--- src/rtl/core/mvc_pkg.sv ---
// Package for the multichannel valid convolution block.
// Holds the default sizes, operation and register codes, and the control/status structs.
// No dependencies.
package mvc_pkg;

    localparam int DEF_MAX_IMAGE_DIM  = 32;
    localparam int DEF_MAX_CHANNELS   = 4;
    localparam int DEF_MAX_KERNEL_DIM = 5;

    localparam int OP_W    = 2;
    localparam int ADDR_W  = 12;
    localparam int DATA_W  = 16;
    localparam int POS_W   = 5;
    localparam int SUM_W   = 40;
    localparam int PROD_W  = 2 * DATA_W;
    localparam int IDX_W   = 3;
    localparam int CFG_W   = 6;
    localparam int IMG_REG_W = 6;
    localparam int KER_REG_W = 3;
    localparam int CHK_W   = 7;

    localparam logic [OP_W-1:0] OP_WR_PIXEL  = 2'd0;
    localparam logic [OP_W-1:0] OP_WR_WEIGHT = 2'd1;
    localparam logic [OP_W-1:0] OP_COMPUTE   = 2'd2;

    localparam logic [IDX_W-1:0] REG_IMAGE_WIDTH   = 3'd0;
    localparam logic [IDX_W-1:0] REG_IMAGE_HEIGHT  = 3'd1;
    localparam logic [IDX_W-1:0] REG_CHANNEL_COUNT = 3'd2;
    localparam logic [IDX_W-1:0] REG_KERNEL_WIDTH  = 3'd3;
    localparam logic [IDX_W-1:0] REG_KERNEL_HEIGHT = 3'd4;

    localparam logic [IMG_REG_W-1:0] RST_IMAGE_WIDTH   = 6'd32;
    localparam logic [IMG_REG_W-1:0] RST_IMAGE_HEIGHT  = 6'd32;
    localparam logic [KER_REG_W-1:0] RST_CHANNEL_COUNT = 3'd1;
    localparam logic [KER_REG_W-1:0] RST_KERNEL_WIDTH  = 3'd3;
    localparam logic [KER_REG_W-1:0] RST_KERNEL_HEIGHT = 3'd3;

    typedef struct packed {
        logic accept;
        logic setup;
        logic issue;
        logic load_out;
    } cmd_t;

    typedef struct packed {
        logic bad;
        logic last;
        logic busy;
        logic out_free;
    } stat_t;

endpackage

--- src/rtl/core/mvc_ctrl.sv ---
// Controller state machine for the convolution block.
// Depends on mvc_pkg for the command and status structs and operation codes.
module mvc_ctrl (
    input  logic                      clk,
    input  logic                      rst_n,
    input  logic                      in_valid,
    input  logic [mvc_pkg::OP_W-1:0]  operation,
    output logic                      in_ready,
    input  mvc_pkg::stat_t            stat,
    output mvc_pkg::cmd_t             cmd
);
    import mvc_pkg::*;

    typedef enum logic [4:0] {
        S_IDLE  = 5'b00001,
        S_SETUP = 5'b00010,
        S_RUN   = 5'b00100,
        S_DRAIN = 5'b01000,
        S_DONE  = 5'b10000
    } state_t;

    state_t state_reg;
    state_t state_next;

    always_comb
    begin
        state_next   = state_reg;
        in_ready     = 1'b0;
        cmd.accept   = 1'b0;
        cmd.setup    = 1'b0;
        cmd.issue    = 1'b0;
        cmd.load_out = 1'b0;
        unique case (state_reg)
            S_IDLE:
            begin
                in_ready   = 1'b1;
                cmd.accept = in_valid;
                if (in_valid && operation == OP_COMPUTE)
                begin
                    state_next = S_SETUP;
                end
            end
            S_SETUP:
            begin
                cmd.setup  = 1'b1;
                state_next = stat.bad ? S_DONE : S_RUN;
            end
            S_RUN:
            begin
                cmd.issue = 1'b1;
                if (stat.last)
                begin
                    state_next = S_DRAIN;
                end
            end
            S_DRAIN:
            begin
                if (!stat.busy)
                begin
                    state_next = S_DONE;
                end
            end
            S_DONE:
            begin
                if (stat.out_free)
                begin
                    cmd.load_out = 1'b1;
                    state_next   = S_IDLE;
                end
            end
            default:
            begin
                state_next = S_IDLE;
            end
        endcase
    end

    always_ff @(posedge clk or negedge rst_n)
    begin
        if (!rst_n)
        begin
            state_reg <= S_IDLE;
        end
        else
        begin
            state_reg <= state_next;
        end
    end

endmodule

--- config.mk ---
export PLATFORM = sky130hd
export DESIGN_NAME = mvc_ctrl
export DESIGN_NICKNAME = d
export VERILOG_FILES = /design/src/rtl/core/mvc_pkg.sv /design/src/rtl/core/mvc_ctrl.sv
export SDC_FILE = /design/constraint.sdc
export NUM_CORES = 1
export LEC_CHECK = 0
export BUFFER_PORTS_ARGS = -buffer_cell sky130_fd_sc_hd__buf_2
export CAP_MARGIN = 20
export CORE_AREA = 2 2 39 41
export CTS_CLUSTER_DIAMETER = 50
export DETAILED_ROUTE_END_ITERATION = 10
export DIE_AREA = 0 0 41 43
export GPL_ROUTABILITY_DRIVEN = 0
export GPL_TIMING_DRIVEN = 0
export PLACE_DENSITY = 0.53
export SETUP_SLACK_MARGIN = 0.15
export SYNTH_ARGS = -nofsm -noshare
export SYNTH_HDL_FRONTEND = slang
export SYNTH_SLANG_ARGS = --single-unit
--- constraint.sdc ---
create_clock -name clk -period 3.8 [get_ports clk]
set_input_delay 0.95 -clock clk [delete_from_list [all_inputs] [get_ports clk]]
set_output_delay 0.95 -clock clk [all_outputs]
set_load 0.03 [all_outputs]
==> results.json <==
{
  "synth_area_leader_cell": "dfrtp_1",
  "yosys_warnings": 0,
  "grt_max_degree": 11,
  "clock_skew_ns": 0.001918,
  "drt_iter0_markers": 7,
  "tritoncts": "built",
  "area_delta_synth_final_pct": 31.79,
  "multi_input_area_sq_um": 202.7,
  "io_buffers": 13,
  "fillers": 160,
  "cp.required_ns": 2.85,
  "drv_slew": 0,
  "hp-class": "primary input to async pin",
  "num_vias": 354,
  "core_area_sq_um": 1384,
  "grt_pass1_wl_um": 1386,
  "clock_path_buffers": 2,
  "period_needed_ns": 2.403,
  "utilization_pct": 33.36,
  "drcViolationCount": 0,
  "ys_seq_area_share_pct": 36.07,
  "start_util_pct": 25.32,
  "worst_pin_slew_ns": 0.2639,
  "cts_max_level": 1,
  "num_antenna_cells": 0,
  "layout-drive-gt1-share_pct": 41.07,
  "synthesis.nets": 48,
  "largest_reg_flops": 5,
  "dp_hpwl_um": 567.4,
  "status": "finished clean",
  "max_clock_freq_ghz": 0.4162,
  "dp_cells": 68,
  "hold_buffers": 0,
  "cts.sinks": 5,
  "cts_inserted_buffers": 3,
  "grt_pass1_vias": 321,
  "netlist.area_leader.share_pct": 28.57,
  "ctsResizeCount": 0,
  "arrival_ns": 1.45,
  "dr.pass1.iters": 4,
  "maxCapViolations": 0,
  "dieArea_sq_um": 1763,
  "syn_inst": 39,
  "period_share_pct": 63.23,
  "postCtsSetupBuffers": 0,
  "cp-end-kind": "output port",
  "fin_tns_setup_ns": 0,
  "start_kind": "flip-flop",
  "leakagePower_nw": 0.2194,
  "cp_max_fo": 10,
  "drt-total-wl_um": 764,
  "crit_type": "flip-flop to output port",
  "ios": 14,
  "yosys_register_bits": 5,
  "ir_drop_uv": 179.1,
  "rows": 14,
  "dieWidth_um": 41,
  "vias_per_cell": 4.917,
  "synth_area_leaders": "dfrtp_1 29%, dfstp_2 7.5%, nor3b_1 6.4%, and4b_1 5.7%, a2111oi_2 4.3%",
  "p_per_area_nw_per_um2": 307.6,
  "hold_viol": 0,
  "setup_viol": 0,
  "rsz0062_at_grt": "false",
  "final_nets": 66,
  "ys_types": 23,
  "instances_no_fill": 72,
  "clkTransAtPathRegs_ns": 0.04,
  "antenna_found_initial": 0,
  "die_h_um": 43,
  "cts_root_buffer": "clkbuf_4",
  "synth_area_per_cell_sq_um": 8.983,
  "synth_area_sq_um": 350.3,
  "wl_per_cell_um": 10.61,
  "ant_nets": 0,
  "slew-limit-headroom_pct": 82.38,
  "seq_area_sq_um": 126.4,
  "grt-ovfl-total": 0,
  "clock_latency_ns": 0.24,
  "grt.total_usage_pct": 11.50
}
==> through the flow <==
step | power [mW] | worst slack (ns) | hold slack [ns] | cell area (sq um)
floorplan | 0.07335 | 1.481 | 0.5134 | 350.3
global route | 0.1569 | 1.267 | 0.4952 | 461.7
finish | 0.1420 | 1.397 | 0.5178 | 461.7
detailed placement | 0.08325 | 1.464 | 0.5713 | 435.4
global placement | 0.08299 | 1.464 | 0.5705 | 435.4
CTS | 0.1474 | 1.377 | 0.5068 | 461.7
==> synth_stat cells <==
master / count
nor2_1: 3
nand2_1: 3
nor2b_1: 2
o21ai_1: 1
and4b_1: 2
buf_2: 2
a211oi_1: 1
nor2_2: 1
nor3b_1: 3
o21a_1: 1
and4bb_2: 1
nor4_1: 1
a2111oi_2: 1
buf_6: 1
o21ai_0: 2
a21oi_1: 1
nor3_1: 2
dfstp_2: 1
dfrtp_1: 4
and2_1: 1
nand3b_1: 2
nand4_1: 1
and3_1: 2
==> cell usage in the layout (no fill, tap or decap) <==
master,n
and4b_1,2
buf_2,15
a2111oi_2,1
dfstp_2,1
a211oi_1,1
and2_1,1
buf_6,1
and4bb_2,1
nor2b_1,2
o21ai_0,2
clkbuf_1,1
clkbuf_4,3
o21ai_1,1
nor4_1,1
nor2_1,3
and3_1,2
a21oi_1,1
dfrtp_1,4
nand3b_1,2
nor2_2,1
nor3_1,2
nand2_1,3
nor3b_1,3
nand4_1,1
o21a_1,1
==> worst max-delay path: stages (launching register included) <==
cell,delay (ns)
dfrtp_1,0.36
buf_2,0.18
nor3_1,0.27
and4b_1,0.21
buf_2,0.19
==> cell families (layout without fill, tap and decap cells) <==
family / count (synthesis) / in the layout / synth area share (%)
and+or+nand+nor: 24 / 24 / 43.57
AOI/OAI and AO/OA: 7 / 7 / 14.28
buffers and inverters: 3 / 20 / 6.071
DFF: 5 / 5 / 36.07
==> area by class of cell <==
type                    instances  share of cell area [%]
flip-flops and latches          5                   27.37
plain buffers                   3                   4.607
repair buffers                 13                   14.09
well taps                      16                   4.336
clock buffers                   4                   5.691
multi-input cells              31                   43.90
==> worst paths after layout <==
check                           cells after the start                        to                      from  slack, ns
worst max-delay path                                4                    cmd[0]  state_reg[1]$_DFFE_PN0P_       1.40
worst max register to register                      4  state_reg[0]$_DFFE_PN1P_  state_reg[0]$_DFFE_PN1P_       2.62
worst min register to register                      1  state_reg[3]$_DFFE_PN0P_  state_reg[4]$_DFFE_PN0P_       0.57
worst min-delay path                                1  state_reg[1]$_DFFE_PN0P_                     rst_n       0.52
max in group asynchronous                           1  state_reg[0]$_DFFE_PN1P_                     rst_n       3.07
min in group clk                                    1  state_reg[3]$_DFFE_PN0P_  state_reg[4]$_DFFE_PN0P_       0.57
==> layer usage <==
layer | track usage (%) | wire (um) | share of wire [%] | vias to the layer above
li1 | - | - | - | 179
met1 | 15.69 | 346 | 45 | 165
met2 | 15.94 | 354 | 46 | 10
met3 | 6.283 | 63 | 8.2 | 0
met4 | 2.000 | 0 | 0 | 0
met5 | 0 | 0 | 0 | -
==> power breakdown <==
| part | switching, mW | total [mW] | leakage (nW) | internal, mW |
|---|---|---|---|---|
| clock network | 0.0201 | 0.0597 | 0.0150 | 0.0396 |
| registers | 0.000626 | 0.0563 | 0.0660 | 0.0556 |
| logic | 0.0158 | 0.0261 | 0.138 | 0.0103 |
Power figures use the tool's default switching activity.
