$ cat src/rtl/core/mvc_pkg.sv
// Package for the multichannel valid convolution block.
// Holds the default sizes, operation and register codes, and the control/status structs.
// No dependencies.
package mvc_pkg;

    localparam int DEF_MAX_IMAGE_DIM  = 32;
    localparam int DEF_MAX_CHANNELS   = 4;
    localparam int DEF_MAX_KERNEL_DIM = 5;

    localparam int OP_W    = 2;
    localparam int ADDR_W  = 12;
    localparam int DATA_W  = 16;
    localparam int POS_W   = 5;
    localparam int SUM_W   = 40;
    localparam int PROD_W  = 2 * DATA_W;
    localparam int IDX_W   = 3;
    localparam int CFG_W   = 6;
    localparam int IMG_REG_W = 6;
    localparam int KER_REG_W = 3;
    localparam int CHK_W   = 7;

    localparam logic [OP_W-1:0] OP_WR_PIXEL  = 2'd0;
    localparam logic [OP_W-1:0] OP_WR_WEIGHT = 2'd1;
    localparam logic [OP_W-1:0] OP_COMPUTE   = 2'd2;

    localparam logic [IDX_W-1:0] REG_IMAGE_WIDTH   = 3'd0;
    localparam logic [IDX_W-1:0] REG_IMAGE_HEIGHT  = 3'd1;
    localparam logic [IDX_W-1:0] REG_CHANNEL_COUNT = 3'd2;
    localparam logic [IDX_W-1:0] REG_KERNEL_WIDTH  = 3'd3;
    localparam logic [IDX_W-1:0] REG_KERNEL_HEIGHT = 3'd4;

    localparam logic [IMG_REG_W-1:0] RST_IMAGE_WIDTH   = 6'd32;
    localparam logic [IMG_REG_W-1:0] RST_IMAGE_HEIGHT  = 6'd32;
    localparam logic [KER_REG_W-1:0] RST_CHANNEL_COUNT = 3'd1;
    localparam logic [KER_REG_W-1:0] RST_KERNEL_WIDTH  = 3'd3;
    localparam logic [KER_REG_W-1:0] RST_KERNEL_HEIGHT = 3'd3;

    typedef struct packed {
        logic accept;
        logic setup;
        logic issue;
        logic load_out;
    } cmd_t;

    typedef struct packed {
        logic bad;
        logic last;
        logic busy;
        logic out_free;
    } stat_t;

endpackage

$ cat src/rtl/core/mvc_datapath.sv
// Datapath: configuration registers, address counters, multiply-accumulate and output register.
// Depends on mvc_pkg; drives the read and write ports of both stores.
module mvc_datapath #(
    parameter int MAX_IMAGE_DIM  = mvc_pkg::DEF_MAX_IMAGE_DIM,
    parameter int MAX_CHANNELS   = mvc_pkg::DEF_MAX_CHANNELS,
    parameter int MAX_KERNEL_DIM = mvc_pkg::DEF_MAX_KERNEL_DIM,
    parameter int PA_W           = 12,
    parameter int WA_W           = 7
) (
    input  logic                             clk,
    input  logic                             rst_n,
    input  logic                             cfg_wr_en,
    input  logic [mvc_pkg::IDX_W-1:0]        cfg_index,
    input  logic [mvc_pkg::CFG_W-1:0]        cfg_data,
    input  logic [mvc_pkg::OP_W-1:0]         operation,
    input  logic [mvc_pkg::ADDR_W-1:0]       address,
    input  logic signed [mvc_pkg::DATA_W-1:0] value,
    input  logic [mvc_pkg::POS_W-1:0]        out_row,
    input  logic [mvc_pkg::POS_W-1:0]        out_col,
    input  mvc_pkg::cmd_t                    cmd,
    output mvc_pkg::stat_t                   stat,
    output logic                             pix_we,
    output logic [PA_W-1:0]                  pix_waddr,
    output logic [PA_W-1:0]                  pix_raddr,
    input  logic [mvc_pkg::DATA_W-1:0]       pix_rdata,
    output logic                             wgt_we,
    output logic [WA_W-1:0]                  wgt_waddr,
    output logic [WA_W-1:0]                  wgt_raddr,
    input  logic [mvc_pkg::DATA_W-1:0]       wgt_rdata,
    output logic [mvc_pkg::DATA_W-1:0]       wdata,
    input  logic                             out_ready,
    output logic                             out_valid,
    output logic signed [mvc_pkg::SUM_W-1:0] sum,
    output logic                             status
);
    import mvc_pkg::*;

    localparam int PIX_DEPTH = MAX_CHANNELS * MAX_IMAGE_DIM * MAX_IMAGE_DIM;
    localparam int WGT_DEPTH = MAX_CHANNELS * MAX_KERNEL_DIM * MAX_KERNEL_DIM;
    localparam int ID_W = $clog2(MAX_IMAGE_DIM + 1);
    localparam int KD_W = $clog2(MAX_KERNEL_DIM + 1);
    localparam int CH_W = $clog2(MAX_CHANNELS + 1);
    localparam int PR_W = POS_W + ID_W;
    localparam int PL_W = 2 * ID_W;

    logic [IMG_REG_W-1:0] image_width_reg;
    logic [IMG_REG_W-1:0] image_height_reg;
    logic [KER_REG_W-1:0] channel_count_reg;
    logic [KER_REG_W-1:0] kernel_width_reg;
    logic [KER_REG_W-1:0] kernel_height_reg;

    logic [ID_W-1:0] iw;
    logic [ID_W-1:0] ih;
    logic [CH_W-1:0] nc;
    logic [KD_W-1:0] kw;
    logic [KD_W-1:0] kh;

    logic [POS_W-1:0] row_reg;
    logic [POS_W-1:0] col_reg;
    logic [PR_W-1:0]  row_prod;
    logic [PL_W-1:0]  plane_prod;
    logic [PA_W-1:0]  start_calc;
    logic             bad;

    logic [PA_W-1:0] pa_reg;
    logic [PA_W-1:0] row_start_reg;
    logic [PA_W-1:0] chan_start_reg;
    logic [PA_W-1:0] plane_reg;
    logic [WA_W-1:0] wa_reg;
    logic [KD_W-1:0] kx_reg;
    logic [KD_W-1:0] ky_reg;
    logic [CH_W-1:0] c_reg;
    logic            bad_reg;
    logic            kx_end;
    logic            ky_end;
    logic            c_end;

    logic                     v1_reg;
    logic                     v2_reg;
    logic signed [PROD_W-1:0] prod_reg;
    logic signed [SUM_W-1:0]  acc_reg;

    logic                    out_valid_reg;
    logic                    out_valid_next;
    logic signed [SUM_W-1:0] sum_reg;
    logic                    status_reg;

    // Clamp registers to their usable range on use
    always_comb
    begin
        if (image_width_reg == '0)
            iw = ID_W'(1);
        else if (32'(image_width_reg) > MAX_IMAGE_DIM)
            iw = ID_W'(MAX_IMAGE_DIM);
        else
            iw = ID_W'(image_width_reg);

        if (image_height_reg == '0)
            ih = ID_W'(1);
        else if (32'(image_height_reg) > MAX_IMAGE_DIM)
            ih = ID_W'(MAX_IMAGE_DIM);
        else
            ih = ID_W'(image_height_reg);

        if (channel_count_reg == '0)
            nc = CH_W'(1);
        else if (32'(channel_count_reg) > MAX_CHANNELS)
            nc = CH_W'(MAX_CHANNELS);
        else
            nc = CH_W'(channel_count_reg);

        if (kernel_width_reg == '0)
            kw = KD_W'(1);
        else if (32'(kernel_width_reg) > MAX_KERNEL_DIM)
            kw = KD_W'(MAX_KERNEL_DIM);
        else
            kw = KD_W'(kernel_width_reg);

        if (kernel_height_reg == '0)
            kh = KD_W'(1);
        else if (32'(kernel_height_reg) > MAX_KERNEL_DIM)
            kh = KD_W'(MAX_KERNEL_DIM);
        else
            kh = KD_W'(kernel_height_reg);
    end

    always_ff @(posedge clk or negedge rst_n)
    begin
        if (!rst_n)
        begin
            image_width_reg   <= RST_IMAGE_WIDTH;
            image_height_reg  <= RST_IMAGE_HEIGHT;
            channel_count_reg <= RST_CHANNEL_COUNT;
            kernel_width_reg  <= RST_KERNEL_WIDTH;
            kernel_height_reg <= RST_KERNEL_HEIGHT;
        end
        else if (cfg_wr_en)
        begin
            unique case (cfg_index)
                REG_IMAGE_WIDTH:   image_width_reg   <= cfg_data;
                REG_IMAGE_HEIGHT:  image_height_reg  <= cfg_data;
                REG_CHANNEL_COUNT: channel_count_reg <= cfg_data[KER_REG_W-1:0];
                REG_KERNEL_WIDTH:  kernel_width_reg  <= cfg_data[KER_REG_W-1:0];
                REG_KERNEL_HEIGHT: kernel_height_reg <= cfg_data[KER_REG_W-1:0];
                default:
                begin
                end
            endcase
        end
    end

    // Store writes
    assign wdata     = value;
    assign pix_waddr = PA_W'(address);
    assign wgt_waddr = WA_W'(address);
    assign pix_we    = cmd.accept && operation == OP_WR_PIXEL
                       && 32'(address) < PIX_DEPTH;
    assign wgt_we    = cmd.accept && operation == OP_WR_WEIGHT
                       && 32'(address) < WGT_DEPTH;

    // Position setup
    assign row_prod   = PR_W'(row_reg) * PR_W'(iw);
    assign plane_prod = PL_W'(iw) * PL_W'(ih);
    assign start_calc = PA_W'(row_prod) + PA_W'(col_reg);
    assign bad        = (CHK_W'(row_reg) + CHK_W'(kh) > CHK_W'(ih))
                        || (CHK_W'(col_reg) + CHK_W'(kw) > CHK_W'(iw));

    assign kx_end = kx_reg == KD_W'(kw - KD_W'(1));
    assign ky_end = ky_reg == KD_W'(kh - KD_W'(1));
    assign c_end  = c_reg == CH_W'(nc - CH_W'(1));

    always_ff @(posedge clk)
    begin
        if (cmd.accept)
        begin
            row_reg <= out_row;
            col_reg <= out_col;
        end
        if (cmd.setup)
        begin
            pa_reg         <= start_calc;
            row_start_reg  <= start_calc;
            chan_start_reg <= start_calc;
            plane_reg      <= PA_W'(plane_prod);
            wa_reg         <= '0;
            kx_reg         <= '0;
            ky_reg         <= '0;
            c_reg          <= '0;
            bad_reg        <= bad;
        end
        else if (cmd.issue)
        begin
            wa_reg <= wa_reg + WA_W'(1);
            if (!kx_end)
            begin
                kx_reg <= kx_reg + KD_W'(1);
                pa_reg <= pa_reg + PA_W'(1);
            end
            else if (!ky_end)
            begin
                kx_reg        <= '0;
                ky_reg        <= ky_reg + KD_W'(1);
                row_start_reg <= row_start_reg + PA_W'(iw);
                pa_reg        <= row_start_reg + PA_W'(iw);
            end
            else
            begin
                kx_reg         <= '0;
                ky_reg         <= '0;
                c_reg          <= c_reg + CH_W'(1);
                chan_start_reg <= chan_start_reg + plane_reg;
                row_start_reg  <= chan_start_reg + plane_reg;
                pa_reg         <= chan_start_reg + plane_reg;
            end
        end
    end

    assign pix_raddr = pa_reg;
    assign wgt_raddr = wa_reg;

    // Multiply-accumulate pipeline
    always_ff @(posedge clk or negedge rst_n)
    begin
        if (!rst_n)
        begin
            v1_reg <= 1'b0;
            v2_reg <= 1'b0;
        end
        else
        begin
            v1_reg <= cmd.issue;
            v2_reg <= v1_reg;
        end
    end

    always_ff @(posedge clk)
    begin
        if (v1_reg)
        begin
            prod_reg <= $signed(pix_rdata) * $signed(wgt_rdata);
        end
        if (cmd.setup)
        begin
            acc_reg <= '0;
        end
        else if (v2_reg)
        begin
            acc_reg <= acc_reg + SUM_W'(prod_reg);
        end
    end

    // Output register
    always_comb
    begin
        out_valid_next = out_valid_reg;
        if (cmd.load_out)
            out_valid_next = 1'b1;
        else if (out_ready)
            out_valid_next = 1'b0;
    end

    always_ff @(posedge clk or negedge rst_n)
    begin
        if (!rst_n)
        begin
            out_valid_reg <= 1'b0;
        end
        else
        begin
            out_valid_reg <= out_valid_next;
        end
    end

    always_ff @(posedge clk)
    begin
        if (cmd.load_out)
        begin
            sum_reg    <= bad_reg ? '0 : acc_reg;
            status_reg <= bad_reg;
        end
    end

    assign out_valid = out_valid_reg;
    assign sum       = sum_reg;
    assign status    = status_reg;

    assign stat.bad      = bad;
    assign stat.last     = kx_end && ky_end && c_end;
    assign stat.busy     = v1_reg || v2_reg;
    assign stat.out_free = !out_valid_reg || out_ready;

endmodule

$ cat config.mk
export PLATFORM = sky130hd
export DESIGN_NAME = mvc_datapath
export DESIGN_NICKNAME = d
export VERILOG_FILES = /design/src/rtl/core/mvc_pkg.sv /design/src/rtl/core/mvc_datapath.sv
export SDC_FILE = /design/constraint.sdc
export NUM_CORES = 1
export LEC_CHECK = 0
export ABC_AREA = 1
export BUFFER_PORTS_ARGS = -buffer_cell sky130_fd_sc_hd__buf_4
export CAP_MARGIN = 20
export CORE_MARGIN = 1.5
export CORE_UTILIZATION = 45
export CTS_BUF_LIST = sky130_fd_sc_hd__clkbuf_8
export DETAILED_ROUTE_END_ITERATION = 12
export PLACE_DENSITY = 0.66
export SYNTH_ARGS = -nofsm -noshare
export SYNTH_HDL_FRONTEND = slang
export SYNTH_SLANG_ARGS = --single-unit
$ cat constraint.sdc
create_clock -name clk -period 6.5 [get_ports clk]
set_input_delay 1.3 -clock clk [delete_from_list [all_inputs] [get_ports clk]]
set_output_delay 1.3 -clock clk [all_outputs]
set_load 0.02 [all_outputs]
==> metrics.txt, run 1 <==
outcome finished clean; Final Max Slew Viols 0; placed instance area 27,890 µm²; Slew @ Worst Pin 0.7045 ns; Final Setup Violations 0; xor and xnor area share after synthesis 3.517%; RSZ-0062 raised after global routing no; synthesized area ~25,000 µm²; Slew HR 52.54%; DRT Pass-1 Iters 5; fin crit share 94.34%; net count after synthesis 3,856; PortBufs 152; Buf/Inv on CP 6; Clock Skew 0.03448 ns; cts bufs inserted 36; Finished Cell Area 28,690 µm²; FF-to-FF setup slack approximately 1.1 ns; crit-path cells buf_4 > inv_1 > buf_4 > nor2_1 > fa_1 > fa_1 > fa_1 > fa_1 > fa_1 > inv_1 > fa_1 > inv_1 > ha_1 > nand2_1 > inv_1 > nand2_1 > nor3_2 > nand4_1 > nand3_1 > a21oi_1 > xnor2_1; Worst setup EP type flop; DRC 0; CTS Root Cell clkbuf_8; Max Root-Sink Buffers 3; distinct cell type count after synthesis 54; wire per inst 14.87 µm; Hold Crit Start acc_reg[0]$_SDFFE_PP0P_; worst hold-check path type reg -> reg; detailed-route via count about 20,000; Synth Area in Compound Gates 7.409%; number of synthesized register bits 212; GP Congestion around 0.95; ANT nets after route 0; Clock Latency Late Sink 0.57 ns; Worst Path Class, Setup in -> reg; vias per cell 4.849; Ports 191; CTS tree done; Post-Synth Simple-Gate Area 18.81%; setup TNS 0 ns; Critical Path Fanout Max 7; number of synthesis warnings 0; Worst R2R End chan_start_reg[9]$_DFFE_PP_; layout cell share with drive strength beyond 1 approximately a tenth; Core Box Area 55,420 µm²; most area-consuming cells after synthesis fa_1 (24%), edfxtp_1 (16%), inv_1 (12%), nand2_1 (11%), ha_1 (10%); Post-Synth Adder-Cell Area 33.79%; CP top delay family adder cells; Area Growth Syn to Fin 12.95%; Worst Path Arrival 6.41 ns; Die X-Extent between 200 and 250 µm; Routed WL 62,830 µm; largest family of logic cells by synthesized area adder cells; dpl hpwl 52,460 µm; Die ar. just under 60,000 µm²; first-pass GRT wire length 102,700 µm; Rows between 80 and 90; DP Worst Slack -0.3822 ns; initial antenna violation count 3; cell count of the worst reg-to-reg path 15; Seq/Total Area, Yosys about 22%; Post-synth ARST share 11.32%; vias in the first global route 20,419; cts hold-fix bufs 0; worst hold path depth 2; count of final hold-check violations 0; syn_area_per_cell 7.789 µm²; CP peak stage delay 0.56 ns; clk sinks between 200 and 250; post-synth top area share 23.65%; number of nets at the end of the flow 4,043; initial drt markers 1,332; Synth Flop Type edfxtp_1; Endpoint, Worst Hold acc_reg[0]$_SDFFE_PP0P_; setup repair bufs after CTS 0; critical path required time 6.78 ns; CTS clk-pin slew, worst paths 0.06 ns; mux cell area share after synthesis 0%; maxcap violations 0; FMAX 163.1 MHz; Tmin final 6.132 ns; R2R Path Start image_width_reg[5]$_DFFE_PN1P_; Post-Syn Instances 3,261; level count of the clock H-tree 2; starting density of the core 45.83%; final setup margin 0.3680 ns; chip height 240.6 µm; pin count of the biggest net entering global routing 60; area leader, netlist fa_1; Crit-path slowest cell fa_1; Total GRT Usage 22.28%; number of synthesized flops with an enable pin 132; nature of the critical path startpoint input port; GRT overflow 0; CP most frequent cell fa_1
==> stage by stage <==
stage                     cells  util [%]  hold slack (ns)
final                      4224     51.77           0.4839
after global routing       4224     51.77           0.5142
after CTS                  4223     51.76           0.4899
after global placement     4158     50.33           0.4687
after detailed placement   4158     50.33           0.4751
after floorplan            3261         -           0.4521
==> layer usage <==
layer  GRT usage [%]  wire, µm
met5               0        28
met4           5.184      1172
met3           2.962      3459
met2           36.27     28370
met1           31.53     29790
==> timing repair <==
action                                  4_1_cts  5_1_grt
endpoints found under the hold margin         0        0
endpoints found under the setup margin        0        1
resized for setup                             0        1
==> worst max-delay path by stage <==
stage / slack [ns] / startpoint / depth (start not counted) / endpoint
2_1_floorplan: -0.01 / wgt_rdata[14] / 21 / prod_reg[31]$_DFFE_PP_
3_3_place_gp: -0.36 / wgt_rdata[15] / 21 / prod_reg[27]$_DFFE_PP_
3_5_place_dp: -0.38 / wgt_rdata[15] / 21 / prod_reg[27]$_DFFE_PP_
4_1_cts: 0.19 / wgt_rdata[15] / 21 / prod_reg[27]$_DFFE_PP_
5_1_grt: 0.02 / pix_rdata[15] / 20 / prod_reg[29]$_DFFE_PP_
6_report: 0.37 / wgt_rdata[15] / 21 / prod_reg[27]$_DFFE_PP_
==> worst register-to-register path, delay by kind of cell, from the launching register on <==
family,cells,cell delay (ns)
AOI/OAI and AO/OA,6,1.40
adders and majority gates,4,1.89
buffers and inverters,2,0.44
DFF,1,0.77
and+or+nand+nor,3,0.56
==> cell usage in the layout (no fill, tap or decap), types with 2 or more instances in the layout <==
cell type / instances
ha_1: 205
inv_1: 798
o21ai_2: 5
fa_1: 299
xnor2_1: 36
o21ai_0: 124
nand4_1: 27
a21o_1: 13
nor3_2: 2
or2_2: 14
clkinv_2: 5
nand2_1: 745
buf_4: 263
nor3_1: 13
clkinv_4: 2
nand3_1: 122
xor2_1: 66
o21bai_1: 12
clkbuf_8: 39
a31o_2: 3
o221ai_1: 2
a32o_1: 2
o21ai_1: 2
nand3b_1: 2
dfrtp_1: 17
a31oi_1: 4
clkinv_1: 2
nand2_2: 5
a21boi_0: 5
nor2_1: 251
dfxtp_1: 56
bufinv_16: 5
edfxtp_1: 132
buf_12: 8
a21oi_1: 158
dfstp_2: 7
==> logic make-up (layout without fill, tap and decap cells) <==
family                     Yosys count  in the layout
xor gates and xnor gates           102            102
adders and majority gates          506            506
DFF                                212            212
other                                0              1
AOI/OAI and AO/OA                  341            341
buffers and inverters              912           1126
and+or+nand+nor                   1188           1188
==> synth_stat cells (56+ instances only) <==
library cell and n:
nand3_1 122, nand2_1 745, inv_1 786, fa_1 300, nor2_1 251, ha_1 206, clkbuf_1 82, o21ai_0 124
a21oi_1 158, dfxtp_1 56, xor2_1 66, edfxtp_1 132
==> cell type report <==
type,count,area (µm²)
inverters,790,2968
clock buffers,39,536.8
repair buffers,271,2135
fillers,5383,26730
diodes,1,2.502
flip-flops and latches,212,5694
clock inverters,26,256.5
multi-input cells,2137,16160
well taps,748,935.9
Power of run 1 is not shown: default switching activity piles up to over one toggle a cycle in this logic, so the estimate is an artifact.
==> inputs of run 2 (changes only) <==
--- a/config.mk
+++ b/config.mk
@@ -8,11 +8,13 @@
 export ABC_AREA = 1
 export BUFFER_PORTS_ARGS = -buffer_cell sky130_fd_sc_hd__buf_4
 export CAP_MARGIN = 20
+export CELL_PAD_IN_SITES_DETAIL_PLACEMENT = 0
+export CELL_PAD_IN_SITES_GLOBAL_PLACEMENT = 1
 export CORE_MARGIN = 1.5
 export CORE_UTILIZATION = 45
 export CTS_BUF_LIST = sky130_fd_sc_hd__clkbuf_8
 export DETAILED_ROUTE_END_ITERATION = 12
-export PLACE_DENSITY = 0.66
+export PLACE_DENSITY = 0.83
 export SYNTH_ARGS = -nofsm -noshare
 export SYNTH_HDL_FRONTEND = slang
 export SYNTH_SLANG_ARGS = --single-unit
==> metrics.txt, run 2 (synthesis results as in run 1) <==
Clock Skew between 0.02 and 0.03 ns; first-pass GRT wire length 108,400 µm; worst hold path depth 2; Die ar. roughly 58,000 µm²; pin count of the biggest net entering global routing 71; Die X-Extent 240.6 µm; critical path required time between 6 and 7 ns; ANT nets after route 0; clk sinks 212; Critical Path Fanout Max 6; count of final hold-check violations 0; Tmin final 6.213 ns; DRT Pass-1 Iters 6; initial antenna violation count 1; setup repair bufs after CTS 0; most common cell after layout, fill and taps aside inv_1; Worst R2R End chan_start_reg[9]$_DFFE_PP_; maxcap violations 0; Final Setup Violations 0; layout cell share with drive strength beyond 1 between 10 and 15%; cell count of the worst reg-to-reg path 15; level count of the clock H-tree 2; DRC 0; M2 GR Usage 39.73%; fin crit share 95.59%; RSZ-0062 raised after global routing no; cts hold-fix bufs 0; Multi-input gate area 16,160 µm²; Total GRT Usage 23.42%; FMAX between 150 and 200 MHz; Final Max Slew Viols 0; Max Root-Sink Buffers 3; vias in the first global route 21,569; CTS clk-pin slew, worst paths 0.06 ns; GRT overflow 0; PortBufs 152; chip height approximately 240 µm; Slew @ Worst Pin 0.8711 ns; Clock Latency Late Sink 0.56 ns; Worst setup EP type flop; nature of the critical path startpoint input port; starting density of the core 45.83%; Slew HR 41.93%; worst hold-check path type reg -> reg; Storage cell area 5694 µm²; detailed-route via count 20,847; Worst Path Arrival 6.50 ns; FF-to-FF setup slack roughly 1.1 ns; grt met3 use 1.899%; Rows 86; Ports between 150 and 200; Routed WL roughly 66,000 µm; # fillers 5,360; Hold Crit Start image_height_reg[0]$_DFFE_PN0P_; GP Congestion about 0.95; outcome finished clean; dpl hpwl 55,930 µm; initial drt markers 1,251; R2R Path Start image_width_reg[5]$_DFFE_PN1P_; commonest non-fill, non-tap cells in the layout inv_1 (802), nand2_1 (745), fa_1 (299), buf_4 (275), nor2_1 (251); vias per cell 4.921; Core Box Area around 55,000 µm²; Resized cells post-CTS 0; wire per inst between 15 and 20 µm; cts bufs inserted 37; met1 usage 32.47%; CTS tree done; setup TNS 0 ns; Worst Path Class, Setup in -> reg; Endpoint, Worst Hold image_height_reg[0]$_DFFE_PN0P_; CTS Root Cell clkbuf_8; number of nets at the end of the flow slightly above 4,000; Area Growth Syn to Fin 12.87%; gr busiest metal met2; WHS 0.4913 ns
## run 2: changes by cell type in the layout (fill, tap and decap cells not counted)
cell / before / now
clkinv_4: 2 / 0
clkinv_1: 2 / 4
inv_8: 1 / 0
inv_6: 0 / 1
clkinvlp_4: 1 / 2
buf_4: 263 / 275
nor3_1: 13 / 14
bufinv_16: 5 / 2
nor3_2: 2 / 1
inv_1: 798 / 802
clkinv_8: 0 / 1
buf_12: 8 / 5
clkinv_2: 5 / 3
clkbuf_8: 39 / 41
## run 2: per-stage QoR
step,setup WS [ns],std cells,instance area (µm²),utilization (%)
finish,0.2869,4236,28670,51.73
global route,0.008927,4236,28670,51.73
CTS,0.3069,4235,28670,51.73
detailed placement,-0.2724,4167,27920,50.38
global placement,-0.1669,4167,27920,50.38
floorplan,-0.01452,3261,25440,-
## run 2: worst max path at each step
stage	from	to	slack, ns	cells after the start
6_report	wgt_rdata[15]	prod_reg[24]$_DFFE_PP_	0.29	22
2_1_floorplan	wgt_rdata[14]	prod_reg[31]$_DFFE_PP_	-0.01	21
4_1_cts	wgt_rdata[15]	prod_reg[24]$_DFFE_PP_	0.31	22
3_3_place_gp	wgt_rdata[15]	prod_reg[31]$_DFFE_PP_	-0.17	21
5_1_grt	pix_rdata[15]	prod_reg[29]$_DFFE_PP_	0.009	20
3_5_place_dp	pix_rdata[15]	prod_reg[29]$_DFFE_PP_	-0.27	20
## run 2: final cells by class
type | count | area share [%]
tap | 748 | 3.265
antenna | 1 | 0.008729
inverter | 790 | 10.35
multi-input combinational | 2137 | 56.35
timing repair buffer | 280 | 7.551
clock inverter | 27 | 0.6372
sequential | 212 | 19.86
clock buffer | 41 | 1.968
## run 2: metal layers
layer / wire, µm / up-vias
li1: - / 10254
met1: 30710 / 9954
met2: 31120 / 543
met3: 2949 / 96
met4: 1397 / 0
met5: 0 / -
## run 2: worst max-delay path: stages
cell and delay, ns:
buf_4 0.07, inv_1 0.11, buf_4 0.18, buf_4 0.15, or2_2 0.29, fa_1 0.45
fa_1 0.50, inv_1 0.05, fa_1 0.49, fa_1 0.43, fa_1 0.49, inv_1 0.05
fa_1 0.47, inv_1 0.04, ha_1 0.31, a21oi_1 0.21, a21boi_0 0.27, nor2_1 0.06
nor2_1 0.10, nand3_1 0.15, a21oi_1 0.22, xnor2_1 0.10
Power of run 2 is left out for the same reason.
==> inputs of run 3 (changes only) <==
--- a/config.mk
+++ b/config.mk
@@ -15,6 +15,7 @@
 export CTS_BUF_LIST = sky130_fd_sc_hd__clkbuf_8
 export DETAILED_ROUTE_END_ITERATION = 12
 export PLACE_DENSITY = 0.83
+export SETUP_SLACK_MARGIN = 0.4
 export SYNTH_ARGS = -nofsm -noshare
 export SYNTH_HDL_FRONTEND = slang
 export SYNTH_SLANG_ARGS = --single-unit
==> metrics.txt, run 3 (synthesis results as in run 1) <==
wire per inst 15.75 µm; CTS clk-pin slew, worst paths 0.07 ns; Worst Path Class, Setup in -> reg; Tmin final approximately 6.1 ns; CP peak stage delay 0.50 ns; Ports 191; Die X-Extent 240.6 µm; FF-to-FF setup slack approximately 1 ns; clk sinks around 210; Critical Path Fanout Max 6; Rows 86; first-pass GRT wire length 106,600 µm; chip height 240.6 µm; Total GRT Usage between 20 and 25%; ANT nets after route 0; worst hold-check path type reg -> reg; cts bufs inserted 38; Final Setup Violations 0; GRT overflow 0; Area Growth Syn to Fin 12.83%; critical path required time 6.79 ns; CP top delay family adder cells; Endpoint, Worst Hold channel_count_reg[0]$_DFFE_PN1P_; cell count of the worst reg-to-reg path 15; initial drt markers 1,216; number of nets at the end of the flow 3,985; Clock Skew around 0.035 ns; R2R Path Start image_width_reg[5]$_DFFE_PN1P_; Routed WL 65,670 µm; starting density of the core between 40 and 50%; Crit-path slowest cell fa_1; Slew @ Worst Pin 0.8608 ns; RSZ-0062 raised after global routing yes; Core Box Area 55,420 µm²; maxcap violations 0; Die ar. 57,880 µm²; nature of the critical path startpoint input port; Worst Path Arrival 6.37 ns; dpl hpwl 54,730 µm; Buf/Inv on CP 7; pin count of the biggest net entering global routing 71; layout cell share with drive strength beyond 1 between 10% and 20%; commonest non-fill, non-tap cells in the layout inv_1 (778), nand2_1 (732), fa_1 (294), nor2_1 (246), buf_4 (207); Final Max Slew Viols 0; crit-path cells buf_4 > clkinvlp_4 > buf_4 > or2_2 > fa_1 > fa_1 > inv_1 > fa_1 > fa_1 > fa_1 > inv_1 > fa_1 > inv_1 > ha_4 > nand2_1 > buf_4 > nor3_4 > nand4_1 > nand3_2 > a21oi_2 > xnor2_1; Worst R2R End chan_start_reg[9]$_DFFE_PP_; fin util about 52%; CP most frequent cell fa_1; Worst setup EP type flop; vias per cell between 4 and 5; CTS tree done; cts hold-fix bufs 0; FMAX 164.6 MHz; count of final hold-check violations 0; fin crit share 93.45%; # fillers 5,399; Slew HR 42.61%; DRT Pass-1 Iters 5; Crit. Startpoint wgt_rdata[15]; GP Congestion 0.9161; CTS Root Cell clkbuf_8; detailed-route via count ~20,000; Hold Crit Start channel_count_reg[0]$_DFFE_PN1P_; vias in the first global route 20,920; worst hold path depth 2; initial antenna violation count 1; PortBufs roughly 150; Clock Latency Late Sink 0.56 ns; outcome finished clean; level count of the clock H-tree 2; DRC 0; Max Root-Sink Buffers 3; most common cell after layout, fill and taps aside inv_1
==> run 3: cell count changes in the layout (fill, tap and decap cells not counted), sizes merged <==
cell,change
clkbuf,+6
buf,-70
clkinvlp,+4
bufinv,+1
inv,-12
clkinv,+4
==> run 3: worst register-to-register path, stage by stage, from the launching register on <==
cell      delay [ns]
dfstp_2         0.78
nand2_1         0.13
nand2_1         0.26
clkinv_1        0.41
nand2_1         0.19
fa_1            0.45
fa_1            0.52
fa_1            0.54
inv_1           0.04
ha_1            0.36
a21oi_1         0.20
o21ai_0         0.13
a21oi_1         0.21
o21ai_0         0.14
o21ai_0         0.63
o21ai_0         0.19
==> run 3: how the worst max path moves through the flow <==
stage / cells after the start / slack, ns / end
after detailed placement: 20 / -0.17 / prod_reg[27]$_DFFE_PP_
after floorplan: 21 / 0.33 / prod_reg[31]$_DFFE_PP_
final: 21 / 0.43 / prod_reg[27]$_DFFE_PP_
after CTS: 20 / 0.42 / prod_reg[27]$_DFFE_PP_
after global routing: 21 / 0.36 / prod_reg[27]$_DFFE_PP_
after global placement: 20 / -0.07 / prod_reg[27]$_DFFE_PP_
==> run 3: metal layers <==
metal / part of all wire (%) / vias up / routed length [µm] / track usage (%)
met4: 1.5 / 0 / 1010 / 4.650
met1: 47 / 9956 / 31160 / 32.61
met2: 47 / 432 / 30770 / 38.49
li1: - / 10132 / - / -
met3: 4.2 / 66 / 2727 / 2.242
met5: 0 / - / 0 / 0
==> run 3: final cells by class <==
cell class,instances,area [µm²],area share (%)
Antenna cell,1,2.502,0.008732
Clock buffer,47,646.9,2.257
Clock inverter,23,200.2,0.6985
Inverter,790,2972,10.37
Multi-Input combinational cell,2137,16600,57.91
Sequential cell,212,5694,19.87
Tap cell,748,935.9,3.266
Timing Repair Buffer,210,1605,5.601
Timing Repair inverter,1,5.005,0.01746
==> run 3: timing repair <==
| item | 4_1_cts | 5_1_grt |
|---|---|---|
| endpoints found under the setup margin | 0 | 9 |
| hold endpoints to repair | 0 | 0 |
| setup buffers | 0 | 10 |
| gates resized for setup | 0 | 15 |
==> run 3: per-stage QoR <==
step           TNS (ns)  hold WS, ns  setup slack [ns]  std cells  area (µm²)
2_1_floorplan         0       0.4521            0.3309       3261       26100
3_3_place_gp    -0.1330       0.4716          -0.07363       4087       27640
3_5_place_dp    -0.4310       0.4897           -0.1707       4087       27640
4_1_cts               0       0.4985            0.4212       4157       28480
5_1_grt               0       0.5169            0.3632       4169       28660
6_report              0       0.4994            0.4259       4169       28660
Power of run 3 is left out for the same reason.
